File: config.mk
export PLATFORM = sky130hd
export DESIGN_NAME = sha256_stream_hash_unit
export DESIGN_NICKNAME = d
export VERILOG_FILES = /design/src/sv/sha_pkg.sv /design/src/sv/sha_ctrl.sv /design/src/sv/sha_dpath.sv /design/src/sv/sha256_stream_hash_unit.sv
export SDC_FILE = /design/constraint.sdc
export NUM_CORES = 2
export LEC_CHECK = 0
export ABC_AREA = 1
export BUFFER_PORTS_ARGS = -buffer_cell sky130_fd_sc_hd__buf_2
export CORE_UTILIZATION = 35
export CTS_BUF_LIST = sky130_fd_sc_hd__clkbuf_8
export CTS_CLUSTER_DIAMETER = 80
export DETAILED_ROUTE_END_ITERATION = 10
export PLACE_DENSITY = 0.55
export SLEW_MARGIN = 20
export SYNTH_ARGS = -nofsm -noshare
export SYNTH_HDL_FRONTEND = slang
export SYNTH_SLANG_ARGS = --single-unit
File: constraint.sdc
create_clock -name i_clk -period 12 [get_ports i_clk]
set_clock_uncertainty 0.2 [all_clocks]
set_input_delay 1.8 -clock i_clk [delete_from_list [all_inputs] [get_ports i_clk]]
set_output_delay 1.8 -clock i_clk [all_outputs]
set_load 0.005 [all_outputs]
File: src/sv/sha_pkg.sv
// ----------------------------------------------------------------------------
// sha_pkg: shared types, constants and functions for the SHA-256 stream unit
// Holds the item structs, controller states, command/status bundles and the
// round constant table.
// ----------------------------------------------------------------------------
package sha_pkg;

    localparam int unsigned BlockBytes = 64;
    localparam int unsigned LenPos     = 56;
    localparam logic [7:0]  PadByte    = 8'h80;

    typedef struct packed {
        logic       kind;
        logic [7:0] data_byte;
    } t_in_item;

    typedef struct packed {
        logic [31:0] digest_word;
        logic [2:0]  word_index;
        logic        last_word;
    } t_out_item;

    localparam logic KindData   = 1'b0;
    localparam logic KindFinish = 1'b1;

    typedef enum logic [2:0] {
        ST_IDLE,
        ST_PAD,
        ST_LOAD,
        ST_ROUND,
        ST_ADD,
        ST_EMIT
    } t_state;

    // byte source for a buffer write
    typedef enum logic [1:0] {
        SRC_DATA,
        SRC_PAD,
        SRC_ZERO,
        SRC_LEN
    } t_src;

    typedef struct packed {
        logic       buf_wr;
        t_src       buf_src;
        logic [5:0] buf_addr;
        logic       cnt_inc;
        logic       load;
        logic       round;
        logic       add;
        logic       emit_shift;
        logic       clear;
    } t_cmd;

    typedef struct packed {
        logic [5:0] pos;
    } t_status;

    localparam logic [31:0] InitHash [8] = '{
        32'h6a09e667, 32'hbb67ae85, 32'h3c6ef372, 32'ha54ff53a,
        32'h510e527f, 32'h9b05688c, 32'h1f83d9ab, 32'h5be0cd19
    };

    localparam logic [31:0] RoundK [64] = '{
        32'h428a2f98, 32'h71374491, 32'hb5c0fbcf, 32'he9b5dba5,
        32'h3956c25b, 32'h59f111f1, 32'h923f82a4, 32'hab1c5ed5,
        32'hd807aa98, 32'h12835b01, 32'h243185be, 32'h550c7dc3,
        32'h72be5d74, 32'h80deb1fe, 32'h9bdc06a7, 32'hc19bf174,
        32'he49b69c1, 32'hefbe4786, 32'h0fc19dc6, 32'h240ca1cc,
        32'h2de92c6f, 32'h4a7484aa, 32'h5cb0a9dc, 32'h76f988da,
        32'h983e5152, 32'ha831c66d, 32'hb00327c8, 32'hbf597fc7,
        32'hc6e00bf3, 32'hd5a79147, 32'h06ca6351, 32'h14292967,
        32'h27b70a85, 32'h2e1b2138, 32'h4d2c6dfc, 32'h53380d13,
        32'h650a7354, 32'h766a0abb, 32'h81c2c92e, 32'h92722c85,
        32'ha2bfe8a1, 32'ha81a664b, 32'hc24b8b70, 32'hc76c51a3,
        32'hd192e819, 32'hd6990624, 32'hf40e3585, 32'h106aa070,
        32'h19a4c116, 32'h1e376c08, 32'h2748774c, 32'h34b0bcb5,
        32'h391c0cb3, 32'h4ed8aa4a, 32'h5b9cca4f, 32'h682e6ff3,
        32'h748f82ee, 32'h78a5636f, 32'h84c87814, 32'h8cc70208,
        32'h90befffa, 32'ha4506ceb, 32'hbef9a3f7, 32'hc67178f2
    };

    function automatic logic [31:0] rotr(input logic [31:0] x, input int unsigned n);
        return (x >> n) | (x << (32 - n));
    endfunction

endpackage

File: src/sv/sha_ctrl.sv
// ----------------------------------------------------------------------------
// sha_ctrl: sequencer for the SHA-256 stream unit
// Accepts items, walks padding, compression rounds, chain add and digest emit.
// ----------------------------------------------------------------------------
module sha_ctrl (
    input  logic              i_clk,
    input  logic              i_rst_n,
    input  logic              i_in_valid,
    output logic              o_in_ready,
    input  sha_pkg::t_in_item i_in_item,
    output logic              o_out_valid,
    input  logic              i_out_ready,
    input  sha_pkg::t_status  i_status,
    output sha_pkg::t_cmd     o_cmd
);

    sha_pkg::t_state r_state, n_state;
    logic [5:0]      r_step, n_step;   // pad address, round index or word index
    logic            r_final, n_final; // this compression ends the message
    logic            r_pad_next;       // padding spills into a second block
    logic            w_acc;
    logic            w_out_acc;

    assign w_acc     = i_in_valid && o_in_ready;
    assign w_out_acc = o_out_valid && i_out_ready;

    // next state
    always_comb begin
        n_state = r_state;
        n_step  = r_step;
        n_final = r_final;
        unique case (r_state)
            sha_pkg::ST_IDLE: begin
                if (w_acc) begin
                    if (i_in_item.kind == sha_pkg::KindFinish) begin
                        n_state = sha_pkg::ST_PAD;
                        n_step  = i_status.pos + 6'd1;
                        n_final = (i_status.pos < 6'(sha_pkg::LenPos));
                        if (i_status.pos == 6'd63) begin
                            n_state = sha_pkg::ST_LOAD;
                        end
                    end else if (i_status.pos == 6'd63) begin
                        n_state = sha_pkg::ST_LOAD;
                        n_final = 1'b0;
                    end
                end
            end
            sha_pkg::ST_PAD: begin
                n_step = r_step + 6'd1;
                if (r_step == 6'd63) begin
                    n_state = sha_pkg::ST_LOAD;
                end
            end
            sha_pkg::ST_LOAD: begin
                n_state = sha_pkg::ST_ROUND;
                n_step  = 6'd0;
            end
            sha_pkg::ST_ROUND: begin
                n_step = r_step + 6'd1;
                if (r_step == 6'd63) begin
                    n_state = sha_pkg::ST_ADD;
                end
            end
            sha_pkg::ST_ADD: begin
                n_step = 6'd0;
                if (r_final) begin
                    n_state = sha_pkg::ST_EMIT;
                end else if (r_pad_next) begin
                    // second padding block: zeros up to the length field
                    n_state = sha_pkg::ST_PAD;
                    n_final = 1'b1;
                end else begin
                    n_state = sha_pkg::ST_IDLE;
                end
            end
            sha_pkg::ST_EMIT: begin
                if (w_out_acc) begin
                    n_step = r_step + 6'd1;
                    if (r_step[2:0] == 3'd7) begin
                        n_state = sha_pkg::ST_IDLE;
                    end
                end
            end
            default: n_state = sha_pkg::ST_IDLE;
        endcase
    end

    // outputs
    always_comb begin
        o_cmd       = '0;
        o_in_ready  = 1'b0;
        o_out_valid = 1'b0;
        o_cmd.buf_src  = sha_pkg::SRC_DATA;
        o_cmd.buf_addr = r_step;
        unique case (r_state)
            sha_pkg::ST_IDLE: begin
                o_in_ready     = 1'b1;
                o_cmd.buf_addr = i_status.pos;
                o_cmd.buf_wr   = w_acc;
                o_cmd.buf_src  = (i_in_item.kind == sha_pkg::KindFinish) ?
                                 sha_pkg::SRC_PAD : sha_pkg::SRC_DATA;
                o_cmd.cnt_inc  = w_acc && (i_in_item.kind == sha_pkg::KindData);
            end
            sha_pkg::ST_PAD: begin
                o_cmd.buf_wr  = 1'b1;
                o_cmd.buf_src = (r_final && r_step >= 6'(sha_pkg::LenPos)) ?
                                sha_pkg::SRC_LEN : sha_pkg::SRC_ZERO;
            end
            sha_pkg::ST_LOAD:  o_cmd.load = 1'b1;
            sha_pkg::ST_ROUND: o_cmd.round = 1'b1;
            sha_pkg::ST_ADD:   o_cmd.add = 1'b1;
            sha_pkg::ST_EMIT: begin
                o_out_valid      = 1'b1;
                o_cmd.emit_shift = w_out_acc;
                o_cmd.clear      = w_out_acc && (r_step[2:0] == 3'd7);
            end
            default: ;
        endcase
    end

    // after a non-final block that came from padding, pad the next block
    always_ff @(posedge i_clk) begin
        if (!i_rst_n) begin
            r_pad_next <= 1'b0;
        end else if (r_state == sha_pkg::ST_IDLE && w_acc) begin
            r_pad_next <= (i_in_item.kind == sha_pkg::KindFinish) &&
                          (i_status.pos >= 6'(sha_pkg::LenPos));
        end else if (r_state == sha_pkg::ST_ADD) begin
            r_pad_next <= 1'b0;
        end
    end

    always_ff @(posedge i_clk) begin
        if (!i_rst_n) begin
            r_state <= sha_pkg::ST_IDLE;
            r_step  <= 6'd0;
            r_final <= 1'b0;
        end else begin
            r_state <= n_state;
            r_step  <= n_step;
            r_final <= n_final;
        end
    end

    a_emit_only_in_emit: assert property (@(posedge i_clk) disable iff (!i_rst_n)
        o_out_valid |-> !o_in_ready) else $error("output and input open together");
    a_round_steps: assert property (@(posedge i_clk) disable iff (!i_rst_n)
        (r_state == sha_pkg::ST_LOAD) |=> (r_state == sha_pkg::ST_ROUND && r_step == 6'd0))
        else $error("rounds did not start at zero");
    a_clear_last: assert property (@(posedge i_clk) disable iff (!i_rst_n)
        o_cmd.clear |=> (r_state == sha_pkg::ST_IDLE)) else $error("clear not at end");

endmodule

File: src/sv/sha_dpath.sv
// ----------------------------------------------------------------------------
// sha_dpath: datapath for the SHA-256 stream unit
// Byte packing into the message schedule window, byte count, one-round
// compression core and chain value with digest shift-out.
// ----------------------------------------------------------------------------
module sha_dpath (
    input  logic              i_clk,
    input  logic              i_rst_n,
    input  sha_pkg::t_cmd     i_cmd,
    input  sha_pkg::t_in_item i_in_item,
    output sha_pkg::t_status  o_status,
    output logic [31:0]       o_digest_word,
    output logic [2:0]        o_word_index
);

    logic [60:0] r_count;
    logic [31:0] r_h [8];
    logic [31:0] r_v [8];
    logic [31:0] r_w [16];
    logic [5:0]  r_rnd;
    logic [2:0]  r_widx;
    logic [63:0] w_bits;
    logic [7:0]  w_byte;
    logic [31:0] w_wi, w_t1, w_t2, w_s0, w_s1, w_e, w_a;

    assign o_status.pos = r_count[5:0];
    assign w_bits       = {r_count, 3'b000};

    // select the byte written into the block
    always_comb begin
        case (i_cmd.buf_src)
            sha_pkg::SRC_DATA: w_byte = i_in_item.data_byte;
            sha_pkg::SRC_PAD:  w_byte = sha_pkg::PadByte;
            sha_pkg::SRC_ZERO: w_byte = 8'h00;
            default:           w_byte = w_bits[8 * (7 - int'(i_cmd.buf_addr[2:0])) +: 8];
        endcase
    end

    // advance the byte count; reset it once the digest is out
    always_ff @(posedge i_clk) begin
        if (!i_rst_n || i_cmd.clear) begin
            r_count <= '0;
        end else if (i_cmd.cnt_inc) begin
            r_count <= r_count + 61'd1;
        end
    end

    // schedule word for this round
    always_comb begin
        w_s1 = sha_pkg::rotr(r_w[14], 17) ^ sha_pkg::rotr(r_w[14], 19) ^ (r_w[14] >> 10);
        w_s0 = sha_pkg::rotr(r_w[1], 7) ^ sha_pkg::rotr(r_w[1], 18) ^ (r_w[1] >> 3);
        w_wi = (r_rnd < 6'd16) ? r_w[0] : (w_s1 + r_w[9] + w_s0 + r_w[0]);
        w_e  = r_v[4];
        w_a  = r_v[0];
        w_t1 = r_v[7] + (sha_pkg::rotr(w_e, 6) ^ sha_pkg::rotr(w_e, 11) ^
               sha_pkg::rotr(w_e, 25)) + ((w_e & r_v[5]) ^ (~w_e & r_v[6])) +
               sha_pkg::RoundK[r_rnd] + w_wi;
        w_t2 = (sha_pkg::rotr(w_a, 2) ^ sha_pkg::rotr(w_a, 13) ^ sha_pkg::rotr(w_a, 22)) +
               ((w_a & r_v[1]) ^ (w_a & r_v[2]) ^ (r_v[1] & r_v[2]));
    end

    // pack bytes big-endian into the window; during rounds it rotates, slot 0
    // holding w[i] in rounds 0-15 and w[i-16] from round 16 on
    always_ff @(posedge i_clk) begin
        if (i_cmd.buf_wr) begin
            r_w[i_cmd.buf_addr[5:2]][8 * (3 - int'(i_cmd.buf_addr[1:0])) +: 8] <= w_byte;
        end else if (i_cmd.load) begin
            r_rnd <= 6'd0;
            for (int k = 0; k < 8; k++) begin
                r_v[k] <= r_h[k];
            end
        end else if (i_cmd.round) begin
            for (int k = 0; k < 15; k++) begin
                r_w[k] <= r_w[k+1];
            end
            r_w[15] <= w_wi;
            r_rnd   <= r_rnd + 6'd1;
            r_v[7] <= r_v[6];
            r_v[6] <= r_v[5];
            r_v[5] <= r_v[4];
            r_v[4] <= r_v[3] + w_t1;
            r_v[3] <= r_v[2];
            r_v[2] <= r_v[1];
            r_v[1] <= r_v[0];
            r_v[0] <= w_t1 + w_t2;
        end
    end

    // chain value: add, rotate out for emit, reset at message end
    always_ff @(posedge i_clk) begin
        if (!i_rst_n || i_cmd.clear) begin
            for (int k = 0; k < 8; k++) begin
                r_h[k] <= sha_pkg::InitHash[k];
            end
            r_widx <= 3'd0;
        end else if (i_cmd.add) begin
            for (int k = 0; k < 8; k++) begin
                r_h[k] <= r_h[k] + r_v[k];
            end
            r_widx <= 3'd0;
        end else if (i_cmd.emit_shift) begin
            for (int k = 0; k < 7; k++) begin
                r_h[k] <= r_h[k+1];
            end
            r_h[7] <= r_h[0];
            r_widx <= r_widx + 3'd1;
        end
    end

    assign o_digest_word = r_h[0];
    assign o_word_index  = r_widx;

    a_no_overlap: assert property (@(posedge i_clk) disable iff (!i_rst_n)
        !(i_cmd.round && i_cmd.load)) else $error("load during rounds");
    a_round_count: assert property (@(posedge i_clk) disable iff (!i_rst_n)
        i_cmd.add |-> $past(i_cmd.round) && $past(r_rnd) == 6'd63)
        else $error("add before round 63");
    a_clear_index: assert property (@(posedge i_clk) disable iff (!i_rst_n)
        i_cmd.clear |-> r_widx == 3'd7) else $error("clear at wrong word");

endmodule

File: src/sv/sha256_stream_hash_unit.sv
// ----------------------------------------------------------------------------
// sha256_stream_hash_unit: streaming SHA-256 hash
// Top level joining the sequencer and the datapath.
// ----------------------------------------------------------------------------
// Usage:
//   Input channel (i_in_valid/o_in_ready, i_in_item) carries one item per
//   handshake: a data byte (kind 0) or a finish (kind 1).
//   Output channel (o_out_valid/i_out_ready, o_out_item) carries the eight
//   digest words of a message, word 0 first, last_word set on word 7.
//   A data byte is written into the block on its handshake; the 64th byte of
//   a block then holds the input through the load, the 64 rounds of the
//   single shared round unit, and the chain add.
//   A finish item writes the padding one byte a cycle up to byte 63, runs
//   the compression, and when the length does not fit, pads and compresses a
//   second block; then the eight words follow, one a cycle while the receiver
//   takes them. A stalled receiver holds the current word; no new item is
//   taken until word 7 is accepted.
//   Synchronous reset loads the initial hash values and clears the count.
// ----------------------------------------------------------------------------
module sha256_stream_hash_unit (
    input  logic               i_clk,
    input  logic               i_rst_n,
    input  logic               i_in_valid,
    output logic               o_in_ready,
    input  sha_pkg::t_in_item  i_in_item,
    output logic               o_out_valid,
    input  logic               i_out_ready,
    output sha_pkg::t_out_item o_out_item
);

    sha_pkg::t_cmd    w_cmd;
    sha_pkg::t_status w_status;
    logic [31:0]      w_word;
    logic [2:0]       w_idx;

    sha_ctrl u_ctrl (
        .i_clk       (i_clk),
        .i_rst_n     (i_rst_n),
        .i_in_valid  (i_in_valid),
        .o_in_ready  (o_in_ready),
        .i_in_item   (i_in_item),
        .o_out_valid (o_out_valid),
        .i_out_ready (i_out_ready),
        .i_status    (w_status),
        .o_cmd       (w_cmd)
    );

    sha_dpath u_dpath (
        .i_clk         (i_clk),
        .i_rst_n       (i_rst_n),
        .i_cmd         (w_cmd),
        .i_in_item     (i_in_item),
        .o_status      (w_status),
        .o_digest_word (w_word),
        .o_word_index  (w_idx)
    );

    assign o_out_item.digest_word = w_word;
    assign o_out_item.word_index  = w_idx;
    assign o_out_item.last_word   = (w_idx == 3'd7);

endmodule

==> results.cfg <==
[outcome]
status = completed

[worst_setup_path]
slowest_stage = o21ai_0
cp.required_ns = 12.51
cpMostUsedCell = nand2_1
reg2regPathDepth = 44
ff2ff_setup_slack_ns = 1.40
crit_path_end_kind = flop
crit_path_start_kind = flop
slowest_delay_ns = 0.72
cp_max_fo = 6
crit_type = reg -> reg
arrival_ns = 11.10

[clock_network]
path_clk_slew_ns = 0.06
cts_tree = done
postCtsHoldBufs = 0
clock-sinks = 1105
numCtsBuffers = 205
clock_path_buffers = 3
cts.repair.resized = 0
clk_latency_ns = 1.02
post_cts_buffers = 0
htreeDepth = 4
cts-root-buf = clkbuf_8

[min_path]
hold_path_class = reg -> reg
hold_depth = 2

[timing]
setup_viol = 0
final_hold_viol_count = 0
final-max-slew-violation-count = 0
tightestPinTransition_ns = 1.250
post-route-min-period_ns = 10.60
rsz0062_at_grt = no
finalSetupTns_ns = 0
min_period_over_period = 0.8831
relSlewSlack = 0.1581
fin_hold_ws_ns = 0.2784
clock.fmax_ghz = 0.09437

[logic_synthesis]
synthTopCellsByArea = edfxtp_1 (40%), nand2_1 (12%), ha_1 (6.7%)
ys_seq_area_frac = 0.4216
syn-num-nets = 9780
ys_warn_count = 0
async_flop_share = 0
synth-edff-count = 1030
yosysUniqueCellTypes = 73
syn-mean-instance-area_um2 = 8.399
syn_area_um2 = 76920
syn_inst = 9158
synth-main-ff-cell = edfxtp_1
yosysTopAreaCellShare = 0.4021
ys_ff_latch = 1105
synth_top_area_cell = edfxtp_1

[grt]
gr-total-overflow = 0
grt.total_usage = 0.2787
busiest_layer = met2
grt_pass1_wl_um = 452200
grt.met3_usage = 0.05095
grt_use_met1 = 0.3760
grt_pass1_vias = 64741
antenna_found_initial = 8
grt_util_met2 = 0.4311
grt_max_degree = 158

[floorplanning]
rows = 171
die_h_um = 470.8
die_area_um2 = 221600
pin_count = 51
start_util = 0.3532
die_w_um = 470.8
core_area_um2 = 217800

[cells_and_area]
finish.utilization = 0.3861
syn_to_final_growth_pct = 9.317
fillers = 22528
drive_gt1_frac = 0.05650
fin_cells = 12188
final_nets = 9780

[route]
wl_um = 315300
dr.pass1.iters = 8
ant_nets = 0
wire_per_inst_um = 25.87
via_per_inst = 5.517
drtIter0Drc = 7303
dr_total_vias = 67246
drc = 0

[run]
maxCapViolations = 0

[placement]
portBuffers = 50
dp_cells = 11805
routabilityCongestion = 1.030
post-dp-hpwl_um = 241300
-- worst max-delay path: cells and delay by family (launching register included) --
family                     cells  cell delay [ns]
AOI/OAI and AO/OA             12             2.70
adders and majority gates      8             3.57
DFF                            1             0.49
buffers and inverters          5             0.32
xor gates and xnor gates       4             1.13
and+or+nand+nor               15             1.89
-- registers in the layout, indices dropped and copies added, names as in the netlist --
register / count
u_dpath.r_w: 512
u_dpath.r_h: 256
u_dpath.r_v: 256
u_dpath.r_count: 61
u_ctrl.r_step: 6
u_dpath.r_rnd: 6
u_ctrl.r_state: 3
u_dpath.o_word_index: 3
u_ctrl.r_final: 1
u_ctrl.r_pad_next: 1
-- cells in the final DEF, fill, tap and decap left out, drive strengths merged, types with 17 or more instances in the layout --
| master | instances |
|---|---|
| or2 | 26 |
| a31oi | 34 |
| o21ai | 964 |
| edfxtp | 1030 |
| o22ai | 70 |
| maj3 | 17 |
| fa | 197 |
| o211ai | 55 |
| dfxtp | 75 |
| o221ai | 21 |
| xor2 | 243 |
| o31ai | 20 |
| nor3 | 122 |
| inv | 1157 |
| a21o | 45 |
| mux2i | 27 |
| o21bai | 51 |
| nand3 | 241 |
| clkinv | 103 |
| nor4 | 26 |
| a21oi | 684 |
| clkbuf | 205 |
| nand4 | 59 |
| xnor2 | 183 |
| a21boi | 20 |
| buf | 165 |
| o21a | 28 |
| nand2 | 2389 |
| a221oi | 30 |
| nor2 | 519 |
| ha | 412 |
-- path summary, 6_finish.rpt --
path | endpoint | from
max | u_dpath.r_v[0][30]$_DFFE_PP_ | u_dpath.r_w[14][20]$_DFFE_PP_
min reg2reg | u_ctrl.r_pad_next$_SDFFE_PN0P_ | u_ctrl.r_pad_next$_SDFFE_PN0P_
min | u_ctrl.r_pad_next$_SDFFE_PN0P_ | u_ctrl.r_pad_next$_SDFFE_PN0P_
max reg2reg | u_dpath.r_v[0][30]$_DFFE_PP_ | u_dpath.r_w[14][20]$_DFFE_PP_
-- final cells by class --
class / instances / area [um2] / share of cell area
timing repair buffer: 165 / 1164 / 0.01384
clock inverter: 172 / 1187 / 0.01412
sequential: 1105 / 32430 / 0.3857
tap: 2854 / 3571 / 0.04247
antenna: 6 / 15.01 / 0.0001786
multi-input combinational: 6583 / 38760 / 0.4609
clock buffer: 205 / 2821 / 0.03355
inverter: 1098 / 4139 / 0.04922
-- per-layer routing --
metal | vias up | wire length (um)
met1 | 32822 | 135800
li1 | 30920 | -
met4 | 2 | 16340
met2 | 2900 | 138500
met5 | - | 11
met3 | 602 | 24690
-- cell usage after synthesis, drive strengths merged (27+ instances only) --
cell type / number
a21o: 45
a21oi: 684
a221oi: 30
a31oi: 34
buf: 93
clkbuf: 279
dfxtp: 75
edfxtp: 1030
fa: 197
ha: 412
inv: 1092
mux2i: 27
nand2: 2389
nand3: 241
nand4: 59
nor2: 519
nor3: 122
o211ai: 55
o21a: 28
o21ai: 964
o21bai: 51
o22ai: 70
xnor2: 183
xor2: 243
-- per-stage QoR --
step                instance area [um2]  setup WS (ns)
finish                            84090          1.403
global route                      84080         0.6898
CTS                               84070          1.550
detailed placement                80060          1.669
global placement                  80060          1.732
floorplan                         76920          3.591
-- kinds of logic (layout without fill, tap and decap cells) --
family,after synthesis,count (layout),share of synthesized area
AO/OA/AOI/OAI,2088,2088,0.1507
AND/OR/NAND/NOR,3413,3413,0.1798
adder cells (fa/ha/maj),626,626,0.1205
XOR/XNOR,426,426,0.04851
multiplexers,30,30,0.003953
other,0,6,0
buffers and inverters,1470,1640,0.07495
flip-flops,1105,1105,0.4216
Power is left out: the tool's default activity adds up to more than one toggle a clock period on the data nets, which glitch-free logic cannot reach.
